===== src/sts_pkg.sv =====
// Types, token codes and character classes for the statement terminator scanner.
// No dependencies; used by statement_terminator_scanner.
package sts_pkg;

   localparam int CP_BITS  = 21;
   localparam int NUM_KW   = 6;
   localparam int KW_CHARS = 10;

   localparam logic [CP_BITS-1:0] WIDE_MIN = 21'h7F;

   // token kinds
   localparam logic [1:0] TK_NONE = 2'd0;
   localparam logic [1:0] TK_TERM = 2'd1;
   localparam logic [1:0] TK_DOT  = 2'd2;

   // keyword candidate masks: bit 0 as, 1 in, 2 instanceof, 3 else, 4 catch, 5 finally
   localparam logic [NUM_KW-1:0] KW_ALL  = 6'h3F;
   localparam logic [NUM_KW-1:0] KW_BANG = 6'h06;

   typedef enum logic [16:0] {
      PH_IDLE    = 17'b00000000000000001,
      PH_DOT     = 17'b00000000000000010,
      PH_LEAD    = 17'b00000000000000100,
      PH_RUN     = 17'b00000000000001000,
      PH_F_SLASH = 17'b00000000000010000,
      PH_F_LINE  = 17'b00000000000100000,
      PH_F_BLOCK = 17'b00000000001000000,
      PH_F_TAIL  = 17'b00000000010000000,
      PH_L_SCAN  = 17'b00000000100000000,
      PH_L_SLASH = 17'b00000001000000000,
      PH_L_LINE  = 17'b00000010000000000,
      PH_L_BLOCK = 17'b00000100000000000,
      PH_L_TAIL  = 17'b00001000000000000,
      PH_BANG    = 17'b00010000000000000,
      PH_PLUS    = 17'b00100000000000000,
      PH_MINUS   = 17'b01000000000000000,
      PH_WORD    = 17'b10000000000000000
   } phase_type;

   function automatic logic eq(input logic [CP_BITS-1:0] c, input logic [7:0] ch);
      return c == {13'd0, ch};
   endfunction

   function automatic logic is_start_char(input logic [CP_BITS-1:0] c);
      return (c >= {13'd0, "a"} && c <= {13'd0, "z"}) ||
             (c >= {13'd0, "A"} && c <= {13'd0, "Z"}) ||
             eq(c, "_") || (c > WIDE_MIN);
   endfunction

   function automatic logic is_ident_char(input logic [CP_BITS-1:0] c);
      return is_start_char(c) || (c >= {13'd0, "0"} && c <= {13'd0, "9"});
   endfunction

   function automatic logic is_inline(input logic [CP_BITS-1:0] c);
      return eq(c, " ") || eq(c, 8'h09) || eq(c, 8'h0D) || eq(c, 8'h0C);
   endfunction

   function automatic logic is_newline(input logic [CP_BITS-1:0] c);
      return eq(c, 8'h0A);
   endfunction

   // operators that continue the expression onto the next line
   function automatic logic is_cont_op(input logic [CP_BITS-1:0] c);
      logic hit;
      hit = 1'b0;
      if (c[CP_BITS-1:8] == 13'd0) begin
         case (c[7:0])
            ".", "?", ":", ",", "*", "%", "<", ">", "=", "&", "^", "|",
            ")", "]", "}": hit = 1'b1;
            default: hit = 1'b0;
         endcase
      end
      return hit;
   endfunction

   // keyword text, left justified
   function automatic logic [8*KW_CHARS-1:0] kw_word(input logic [2:0] k);
      logic [8*KW_CHARS-1:0] w;
      case (k)
         3'd0:    w = {"as", 64'd0};
         3'd1:    w = {"in", 64'd0};
         3'd2:    w = "instanceof";
         3'd3:    w = {"else", 48'd0};
         3'd4:    w = {"catch", 40'd0};
         3'd5:    w = {"finally", 24'd0};
         default: w = '0;
      endcase
      return w;
   endfunction

   function automatic logic [3:0] kw_len(input logic [2:0] k);
      logic [3:0] n;
      case (k)
         3'd0:    n = 4'd2;
         3'd1:    n = 4'd2;
         3'd2:    n = 4'd10;
         3'd3:    n = 4'd4;
         3'd4:    n = 4'd5;
         3'd5:    n = 4'd7;
         default: n = 4'd0;
      endcase
      return n;
   endfunction

   function automatic logic [7:0] kw_char(input logic [2:0] k, input logic [3:0] i);
      logic [8*KW_CHARS-1:0] w;
      w = kw_word(k);
      if (i > 4'd9) return 8'd0;
      return w[8*(9 - int'(i)) +: 8];
   endfunction

endpackage


===== src/statement_terminator_scanner.sv =====
// Statement terminator scanner: decides terminator / path dot tokens one code point a cycle while not stalled.
// Depends on sts_pkg (phase type, token codes, character classes, keyword table).
// A result passes from the input register into the output register once the output register is free or being read.
// Throughput: one item per cycle unless rsp_ready stalls; input register and output register run concurrently.
// The scan state advances once per item through a single combinational step.
// Reset (synchronous, active high) empties both registers and returns the scan to idle.
module statement_terminator_scanner #(
   parameter int COUNT_BITS = 16,
   parameter int WORD_LIMIT = 16
) (
   input  logic        clock,
   input  logic        reset,
   input  logic        req_valid,
   output logic        req_ready,
   input  logic        req_scan_start,
   input  logic [20:0] req_code_point,
   input  logic        req_at_end,
   input  logic        req_want_terminator,
   input  logic        req_want_path_dot,
   output logic        rsp_valid,
   input  logic        rsp_ready,
   output logic [1:0]  rsp_token_kind,
   output logic [15:0] rsp_skipped_count,
   output logic [15:0] rsp_token_length,
   output logic        rsp_length_saturated
);

   localparam int PW = $clog2(WORD_LIMIT);
   localparam logic [COUNT_BITS-1:0] CNT_MAX = '1;
   localparam logic [PW-1:0] WPOS_LAST = PW'(WORD_LIMIT - 1);

   // input register
   logic        in_valid_ff;
   logic        in_start_ff;
   logic [20:0] in_cp_ff;
   logic        in_end_ff;
   logic        in_wt_ff;
   logic        in_wp_ff;

   // scan state
   sts_pkg::phase_type phase_ff, phase_in;
   logic                  semi_ff, semi_in;
   logic                  star_ff, star_in;
   logic [5:0]            cand_ff, cand_in;
   logic [PW-1:0]         wpos_ff, wpos_in;
   logic                  bang_ff, bang_in;
   logic [COUNT_BITS-1:0] skip_ff, skip_in;
   logic [COUNT_BITS-1:0] cons_ff, cons_in;
   logic [COUNT_BITS-1:0] mark_ff, mark_in;
   logic                  sat_ff, sat_in;

   // result register
   logic        rsp_valid_ff;
   logic [1:0]  kind_ff;
   logic [15:0] skipped_ff;
   logic [15:0] length_ff;
   logic        satout_ff;

   logic        advance;
   logic [20:0] c;
   logic        emit;
   logic [1:0]  kind;
   logic        go_lead, go_run, go_fline, go_ftail, go_lline, go_ltail, go_lscan, go_word;
   logic        word_bang;
   logic        matched;

   assign advance   = in_valid_ff && (!rsp_valid_ff || rsp_ready);
   assign req_ready = !in_valid_ff || advance;
   assign c         = in_end_ff ? 21'd0 : in_cp_ff;

   always_comb begin
      phase_in  = phase_ff;
      semi_in   = semi_ff;
      star_in   = star_ff;
      cand_in   = cand_ff;
      wpos_in   = wpos_ff;
      bang_in   = bang_ff;
      skip_in   = skip_ff;
      cons_in   = cons_ff;
      mark_in   = mark_ff;
      sat_in    = sat_ff;
      emit      = 1'b0;
      kind      = sts_pkg::TK_NONE;
      go_lead   = 1'b0;
      go_run    = 1'b0;
      go_fline  = 1'b0;
      go_ftail  = 1'b0;
      go_lline  = 1'b0;
      go_ltail  = 1'b0;
      go_lscan  = 1'b0;
      go_word   = 1'b0;
      word_bang = 1'b0;
      matched   = 1'b0;

      if (in_start_ff) begin
         phase_in = sts_pkg::PH_IDLE;
         semi_in  = 1'b0;
         star_in  = 1'b0;
         cand_in  = '0;
         wpos_in  = '0;
         bang_in  = 1'b0;
         skip_in  = '0;
         cons_in  = '0;
         mark_in  = '0;
         sat_in   = 1'b0;
         if (in_wp_ff && !in_wt_ff && sts_pkg::eq(c, ".")) begin
            cons_in  = COUNT_BITS'(1);
            mark_in  = COUNT_BITS'(1);
            phase_in = sts_pkg::PH_DOT;
         end else if (!in_wt_ff) begin
            emit = 1'b1;
            kind = sts_pkg::TK_NONE;
         end else begin
            go_lead = 1'b1;
         end
      end

      if (!in_start_ff && phase_ff == sts_pkg::PH_DOT) begin
         emit = 1'b1;
         kind = sts_pkg::is_start_char(c) ? sts_pkg::TK_DOT : sts_pkg::TK_NONE;
      end

      if (go_lead || (!in_start_ff && phase_ff == sts_pkg::PH_LEAD)) begin
         phase_in = sts_pkg::PH_LEAD;
         if (sts_pkg::is_inline(c)) begin
            if (skip_in == CNT_MAX) sat_in = 1'b1;
            else skip_in = skip_in + 1'b1;
         end else if (sts_pkg::is_newline(c) || sts_pkg::eq(c, ";")) begin
            go_run = 1'b1;
         end else begin
            emit = 1'b1;
            kind = sts_pkg::TK_NONE;
         end
      end

      if (go_run || (!in_start_ff && phase_ff == sts_pkg::PH_RUN)) begin
         phase_in = sts_pkg::PH_RUN;
         if (sts_pkg::is_newline(c) || sts_pkg::eq(c, ";") || sts_pkg::is_inline(c)) begin
            if (sts_pkg::eq(c, ";")) semi_in = 1'b1;
            if (cons_in == CNT_MAX) sat_in = 1'b1;
            else cons_in = cons_in + 1'b1;
         end else begin
            mark_in = cons_in;
            if (semi_in && sts_pkg::eq(c, "/")) begin
               if (cons_in == CNT_MAX) sat_in = 1'b1;
               else cons_in = cons_in + 1'b1;
               phase_in = sts_pkg::PH_F_SLASH;
            end else if (semi_in) begin
               emit = 1'b1;
               kind = sts_pkg::TK_TERM;
            end else begin
               go_lscan = 1'b1;
            end
         end
      end

      // comment folded in after a semicolon
      if (!in_start_ff && phase_ff == sts_pkg::PH_F_SLASH) begin
         if (sts_pkg::eq(c, "/")) begin
            go_fline = 1'b1;
         end else if (sts_pkg::eq(c, "*")) begin
            if (cons_in == CNT_MAX) sat_in = 1'b1;
            else cons_in = cons_in + 1'b1;
            star_in  = 1'b0;
            phase_in = sts_pkg::PH_F_BLOCK;
         end else begin
            emit = 1'b1;
            kind = sts_pkg::TK_TERM;
         end
      end

      if (go_fline || (!in_start_ff && phase_ff == sts_pkg::PH_F_LINE)) begin
         if (!sts_pkg::is_newline(c) && !in_end_ff) begin
            if (cons_in == CNT_MAX) sat_in = 1'b1;
            else cons_in = cons_in + 1'b1;
            phase_in = sts_pkg::PH_F_LINE;
         end else begin
            go_ftail = 1'b1;
         end
      end

      if (!in_start_ff && phase_ff == sts_pkg::PH_F_BLOCK) begin
         if (in_end_ff) begin
            go_ftail = 1'b1;
         end else begin
            if (star_in && sts_pkg::eq(c, "/")) phase_in = sts_pkg::PH_F_TAIL;
            else star_in = sts_pkg::eq(c, "*");
            if (cons_in == CNT_MAX) sat_in = 1'b1;
            else cons_in = cons_in + 1'b1;
         end
      end

      if (go_ftail || (!in_start_ff && phase_ff == sts_pkg::PH_F_TAIL)) begin
         phase_in = sts_pkg::PH_F_TAIL;
         if (sts_pkg::is_newline(c) || sts_pkg::is_inline(c)) begin
            if (cons_in == CNT_MAX) sat_in = 1'b1;
            else cons_in = cons_in + 1'b1;
         end else begin
            mark_in = cons_in;
            emit    = 1'b1;
            kind    = sts_pkg::TK_TERM;
         end
      end

      // lookahead past comments on the next line
      if (!in_start_ff && phase_ff == sts_pkg::PH_L_SLASH) begin
         if (sts_pkg::eq(c, "/")) begin
            go_lline = 1'b1;
         end else if (sts_pkg::eq(c, "*")) begin
            star_in  = 1'b0;
            phase_in = sts_pkg::PH_L_BLOCK;
         end else begin
            emit = 1'b1;
            kind = sts_pkg::TK_NONE;
         end
      end

      if (go_lline || (!in_start_ff && phase_ff == sts_pkg::PH_L_LINE)) begin
         if (!sts_pkg::is_newline(c) && !in_end_ff) phase_in = sts_pkg::PH_L_LINE;
         else go_ltail = 1'b1;
      end

      if (!in_start_ff && phase_ff == sts_pkg::PH_L_BLOCK) begin
         if (in_end_ff) begin
            go_ltail = 1'b1;
         end else if (star_in && sts_pkg::eq(c, "/")) begin
            phase_in = sts_pkg::PH_L_TAIL;
         end else begin
            star_in  = sts_pkg::eq(c, "*");
            phase_in = sts_pkg::PH_L_BLOCK;
         end
      end

      if (go_ltail || (!in_start_ff && phase_ff == sts_pkg::PH_L_TAIL)) begin
         if (sts_pkg::is_newline(c) || sts_pkg::is_inline(c)) phase_in = sts_pkg::PH_L_TAIL;
         else go_lscan = 1'b1;
      end

      if (go_lscan || (!in_start_ff && phase_ff == sts_pkg::PH_L_SCAN)) begin
         phase_in = sts_pkg::PH_L_SCAN;
         if (sts_pkg::eq(c, "/")) begin
            phase_in = sts_pkg::PH_L_SLASH;
         end else if (sts_pkg::is_cont_op(c)) begin
            emit = 1'b1;
            kind = sts_pkg::TK_NONE;
         end else if (sts_pkg::eq(c, "!")) begin
            phase_in = sts_pkg::PH_BANG;
         end else if (sts_pkg::eq(c, "+")) begin
            phase_in = sts_pkg::PH_PLUS;
         end else if (sts_pkg::eq(c, "-")) begin
            phase_in = sts_pkg::PH_MINUS;
         end else if (sts_pkg::is_start_char(c)) begin
            go_word = 1'b1;
         end else begin
            emit = 1'b1;
            kind = sts_pkg::TK_TERM;
         end
      end

      if (!in_start_ff && phase_ff == sts_pkg::PH_BANG) begin
         if (sts_pkg::eq(c, "=")) begin
            emit = 1'b1;
            kind = sts_pkg::TK_NONE;
         end else if (sts_pkg::eq(c, "i")) begin
            go_word   = 1'b1;
            word_bang = 1'b1;
         end else begin
            emit = 1'b1;
            kind = sts_pkg::TK_TERM;
         end
      end

      if (!in_start_ff && phase_ff == sts_pkg::PH_PLUS) begin
         emit = 1'b1;
         kind = sts_pkg::eq(c, "=") ? sts_pkg::TK_NONE : sts_pkg::TK_TERM;
      end

      if (!in_start_ff && phase_ff == sts_pkg::PH_MINUS) begin
         emit = 1'b1;
         kind = (sts_pkg::eq(c, "=") || sts_pkg::eq(c, ">")) ? sts_pkg::TK_NONE
                                                             : sts_pkg::TK_TERM;
      end

      if (go_word) begin
         bang_in = word_bang;
         cand_in = word_bang ? sts_pkg::KW_BANG : sts_pkg::KW_ALL;
         wpos_in = '0;
      end

      if (go_word || (!in_start_ff && phase_ff == sts_pkg::PH_WORD)) begin
         phase_in = sts_pkg::PH_WORD;
         if (sts_pkg::is_ident_char(c)) begin
            // characters past the limit no longer narrow the candidates
            if (wpos_in < WPOS_LAST) begin
               for (int k = 0; k < sts_pkg::NUM_KW; k++) begin
                  if (cand_in[k] &&
                      (wpos_in >= PW'(sts_pkg::kw_len(3'(k))) ||
                       !sts_pkg::eq(c, sts_pkg::kw_char(3'(k), wpos_in[3:0]))))
                     cand_in[k] = 1'b0;
               end
               wpos_in = wpos_in + 1'b1;
            end
         end else begin
            for (int k = 0; k < sts_pkg::NUM_KW; k++) begin
               if (cand_in[k] && wpos_in == PW'(sts_pkg::kw_len(3'(k)))) matched = 1'b1;
            end
            emit = 1'b1;
            kind = matched ? sts_pkg::TK_NONE : sts_pkg::TK_TERM;
         end
      end

      if (emit) phase_in = sts_pkg::PH_IDLE;
   end

   always_ff @(posedge clock) begin
      if (reset) begin
         in_valid_ff  <= 1'b0;
         rsp_valid_ff <= 1'b0;
         phase_ff     <= sts_pkg::PH_IDLE;
         semi_ff      <= 1'b0;
         star_ff      <= 1'b0;
         cand_ff      <= '0;
         wpos_ff      <= '0;
         bang_ff      <= 1'b0;
         skip_ff      <= '0;
         cons_ff      <= '0;
         mark_ff      <= '0;
         sat_ff       <= 1'b0;
      end else begin
         if (req_valid && req_ready) in_valid_ff <= 1'b1;
         else if (advance) in_valid_ff <= 1'b0;

         if (advance) begin
            rsp_valid_ff <= emit;
            phase_ff     <= phase_in;
            semi_ff      <= semi_in;
            star_ff      <= star_in;
            cand_ff      <= cand_in;
            wpos_ff      <= wpos_in;
            bang_ff      <= bang_in;
            skip_ff      <= skip_in;
            cons_ff      <= cons_in;
            mark_ff      <= mark_in;
            sat_ff       <= sat_in;
         end else if (rsp_ready) begin
            rsp_valid_ff <= 1'b0;
         end
      end
   end

   // payload registers
   always_ff @(posedge clock) begin
      if (req_valid && req_ready) begin
         in_start_ff <= req_scan_start;
         in_cp_ff    <= req_code_point;
         in_end_ff   <= req_at_end;
         in_wt_ff    <= req_want_terminator;
         in_wp_ff    <= req_want_path_dot;
      end
      if (advance && emit) begin
         kind_ff <= kind;
         if (kind == sts_pkg::TK_TERM) begin
            skipped_ff <= 16'(skip_in);
            length_ff  <= 16'(mark_in);
            satout_ff  <= sat_in;
         end else begin
            skipped_ff <= 16'd0;
            length_ff  <= (kind == sts_pkg::TK_DOT) ? 16'd1 : 16'd0;
            satout_ff  <= 1'b0;
         end
      end
   end

   assign rsp_valid            = rsp_valid_ff;
   assign rsp_token_kind       = kind_ff;
   assign rsp_skipped_count    = skipped_ff;
   assign rsp_token_length     = length_ff;
   assign rsp_length_saturated = satout_ff;

endmodule

===== config.mk =====
export PLATFORM = sky130hd
export DESIGN_NAME = statement_terminator_scanner
export DESIGN_NICKNAME = d
export VERILOG_FILES = /design/src/sts_pkg.sv /design/src/statement_terminator_scanner.sv
export SDC_FILE = /design/constraint.sdc
export NUM_CORES = 1
export LEC_CHECK = 0
export ABC_AREA = 1
export BUFFER_PORTS_ARGS = -buffer_cell sky130_fd_sc_hd__clkbuf_2
export CAP_MARGIN = 20
export CORE_MARGIN = 2
export CORE_UTILIZATION = 40
export DETAILED_ROUTE_END_ITERATION = 10
export PLACE_DENSITY = 0.65
export SLEW_MARGIN = 20
export SYNTH_ARGS = -nofsm -noshare
export SYNTH_HDL_FRONTEND = slang
export SYNTH_SLANG_ARGS = --single-unit

===== constraint.sdc =====
create_clock -name clock -period 7.3 [get_ports clock]
set_input_delay 0.365 -clock clock [delete_from_list [all_inputs] [get_ports clock]]
set_output_delay 0.365 -clock clock [all_outputs]
set_load 0.02 [all_outputs]

==> summary.md <==
The final wirelength is 45.0 mm. After routing, the total negative slack on setup checks comes to 0 ns. sky130_fd_sc_hd__edfxtp_1 takes more of the synthesized area than any other cell.

TritonCTS built the clock tree. For the final database, setup skew stands at 0.0161 ns. The final period utilization was 94.4%; the maximum fanout count along the critical path was 7. The maximum number of pins on one net before global-route repair came out at 87.

Classification of the worst setup path: reg -> reg. After detailed routing, the number of vias per cell comes to 5.48. The first-pass GRT wire length is 71.0 mm, and the quantity of I/O buffers inserted on ports is 65. The number of buffers and inverters on the critical path is 6.

The initialized floorplan defines 65 standard-cell rows. After detailed routing, the number of remaining DRC violations is 0. Cell with the biggest individual delay on the critical path: sky130_fd_sc_hd__edfxtp_1.

Cells with a size suffix above 1 make up 18.1% of the layout. Required time of the critical path: 7.63 ns. At the pin with the least slew margin, the transition time is 1.05 ns. The number of ports placed on the die boundary was 66; the detailed placement HPWL was 35.0 mm. The cell area that synthesis handed to floorplanning was 12900 um^2. For the total track usage, the log shows 26.5%.

Yosys mapped a number of flops with a built-in enable equal to 60. For the final weighted congestion in routability-driven placement, the log shows 0.963. The final standard cell count with taps included and fillers excluded came out at 2590. Compared with the post-synthesis result, the final layout area differs by 16.5%. After synthesis, the share of flip-flops with an asynchronous set or reset is 0%. The average cell area after synthesis is 6.26 um^2, and the total of warnings raised by yosys is 0. From left edge to right edge, the die measures 183 um.

The vertical die dimension is 183 um. The run finished with clean final reports. Number of antenna violations at the first check in global routing: 0. The die covers 33700 um^2. Fmax: 145 MHz. In this run the worst hold path is classified as in -> reg. The number of global-route vias before repair is 12936, and the source-to-sink clock delay at the later pin of the worst-skew pair is 0.44 ns. The number of placed instances with taps included is 2535.

After synthesis, the most frequently instantiated cells are sky130_fd_sc_hd__nand2_1, sky130_fd_sc_hd__inv_1, sky130_fd_sc_hd__nor2_1. The number of slew-limit violations in the final report was 0; the flop-to-flop setup slack was 0.41 ns. STA classifies the critical path startpoint as a flop. The routed layout has 14196 vias. The clock sink count was 140; the number of max-cap violations was 0. The number of hold violations in the final report was 0. The cell leakage power was 0.00653 uW; the portion of the post-synthesis area used by sequential elements was 26.4%. The tools report the synthesized netlist cell count as 2057.

The H-tree generated during clock tree synthesis spans 4 levels. The design draws 2030 uW. Once the floorplan was initialized, standard cells occupied 40.7% of the core. The maximum buffer depth of the clock tree came out at 2. The most numerous cell type found on the critical path is sky130_fd_sc_hd__nand2_1. The net count after synthesis came out at 2100. The most used routing layer in global routing is met2. The arrival time reported for the critical path endpoint was 7.22 ns. The most numerous cell in the Yosys netlist is sky130_fd_sc_hd__nand2_1. The number of antenna diodes in the final layout is 0. The number of different library cells used by synthesis comes to 64. Sorting the synthesized cells by area gives the leading types as sky130_fd_sc_hd__edfxtp_1, sky130_fd_sc_hd__nand2_1, sky130_fd_sc_hd__dfxtp_1. The number of register bits inferred by synthesis was 140; the register clock-pin slew on the reported worst setup and hold paths was 0.07 ns. Global routing consumed, on the met3 layer, 3.96% of the routing resources. The share of synthesized area in the top cell type comes to 14.0%.

The most used flip-flop cell after synthesis is sky130_fd_sc_hd__dfxtp_1. In this run the power density over the cells is 135 nW/um^2. Tightest hold margin: 0.102 ns. The run gives 43.0% as the met2 routing resource usage after global routing.

Setup violations remaining at the end of the flow were counted as 0. The delay of the slowest cell on the worst path came out at 0.47 ns. The run gives 17 as the CTS buffer count. The highest ir drop seen on vdd is 0.160 mV, and the core occupancy in the finished layout is 47.5%. The element type at the critical path end was a flop.

Count of TritonRoute iterations in the first routing pass: 6. The first routing iteration left 1420 violations. The layout filler cell count is 3242. Top cell family by delay on the critical path: simple AND/OR/NAND/NOR gates. The tree is rooted in a sky130_fd_sc_hd__clkbuf_16.

The tools report the headroom to the max-slew limit as 29.3%. In the final routed layout, each cell accounts on average for 17.4 um. The logs give 2218 for the number of nets in the finished design and 0 for the number of antenna-violating nets in the routed design. Global routing consumed, on the met1 layer, 37.1% of the routing resources. The minimum clock period works out to 6.89 ns. The final global-route overflow total is 0. In this run the standard cell core region covers 31600 um^2.
==> layer usage <==
layer	share of wire [%]	vias up
met5	0	-
met1	46	6559
li1	-	7073
met4	1.7	0
met2	46	507
met3	6.2	57
==> what timing repair did <==
item | 4_1_cts | 5_1_grt
cloned | 0 | 0
resized for setup | 3 | 75
hold buffers | 0 | 0
buffers inserted | 0 | 23
endpoints found under the setup margin | 11 | 43
pin swaps | 0 | 31
==> sequential cells by signal, summed over array words and instances, names as in the netlist <==
register and cells:
in_wt_ff 1, in_cp_ff 21, rsp_valid 1, sat_ff 1, semi_ff 1, mark_ff 16
in_start_ff 1, in_wp_ff 1, cons_ff 16, rsp_token_length 16, wpos_ff 4, rsp_token_kind 2
rsp_skipped_count 16, rsp_length_saturated 1, skip_ff 16, in_end_ff 1, phase_ff 17, in_valid_ff 1
star_ff 1, cand_ff 6
==> final timing paths <==
kind | from | to | cells after the start
setup / recovery | in_end_ff | cons_ff[9] | 53
setup reg to reg | in_end_ff | cons_ff[9] | 53
hold reg to reg | wpos_ff[1] | wpos_ff[1] | 2
hold / removal | req_code_point[8] | in_cp_ff[8] | 1
==> cell families (layout without fill, tap and decap cells) <==
logic type	count (synthesis)	count (layout)	share of synthesized area [%]
AO/OA/AOI/OAI	318	318	14.3
XOR/XNOR	38	38	2.70
adder cells (fa/ha/maj)	14	14	1.36
buffers and inverters	382	513	11.8
flip-flops	140	140	26.4
AND/OR/NAND/NOR	1165	1165	43.4
==> placed cells by master (no fill, tap or decap), types with 42 or more instances in the layout <==
cell                         n
sky130_fd_sc_hd__a21oi_1   104
sky130_fd_sc_hd__buf_4      86
sky130_fd_sc_hd__clkbuf_2   65
sky130_fd_sc_hd__dfxtp_1    80
sky130_fd_sc_hd__edfxtp_1   60
sky130_fd_sc_hd__inv_1     290
sky130_fd_sc_hd__nand2_1   440
sky130_fd_sc_hd__nand2_2    50
sky130_fd_sc_hd__nand3_1   163
sky130_fd_sc_hd__nand4_1    74
sky130_fd_sc_hd__nor2_1    242
sky130_fd_sc_hd__nor3_1     42
sky130_fd_sc_hd__o21ai_0   109
==> stage by stage <==
stage,setup slack (ns),cell area [um^2]
final,0.407,15000
after global routing,-0.144,15000
after CTS,0.00592,14600
after detailed placement,-0.0891,14000
after global placement,0.165,14000
after floorplan,0.156,12900
==> cell type report <==
class	instances	area, um^2	share of cell area, %
well taps	402	503	3.35
repair buffers	156	1030	6.86
flip-flops and latches	140	3400	22.7
clock buffers	20	458	3.05
inverters	325	1230	8.17
multi-input cells	1535	8270	55.1
clock inverters	12	126	0.842
==> power breakdown <==
part | total [uW] | internal, uW | switching, uW | leakage [uW]
logic | 276 | 81.8 | 195 | 0.00502
clock network | 886 | 499 | 387 | 0.000274
registers | 868 | 848 | 20.4 | 0.00124
==> worst reg2reg max path: cells and delay by family, from the launching register on <==
family                     cells  cell delay (ns)
buffers and inverters          6             0.67
DFF                            1             0.47
and+or+nand+nor               43             5.02
adders and majority gates      3             0.50
AOI/OAI and AO/OA              1             0.13
(Power assumes the default switching activity.)
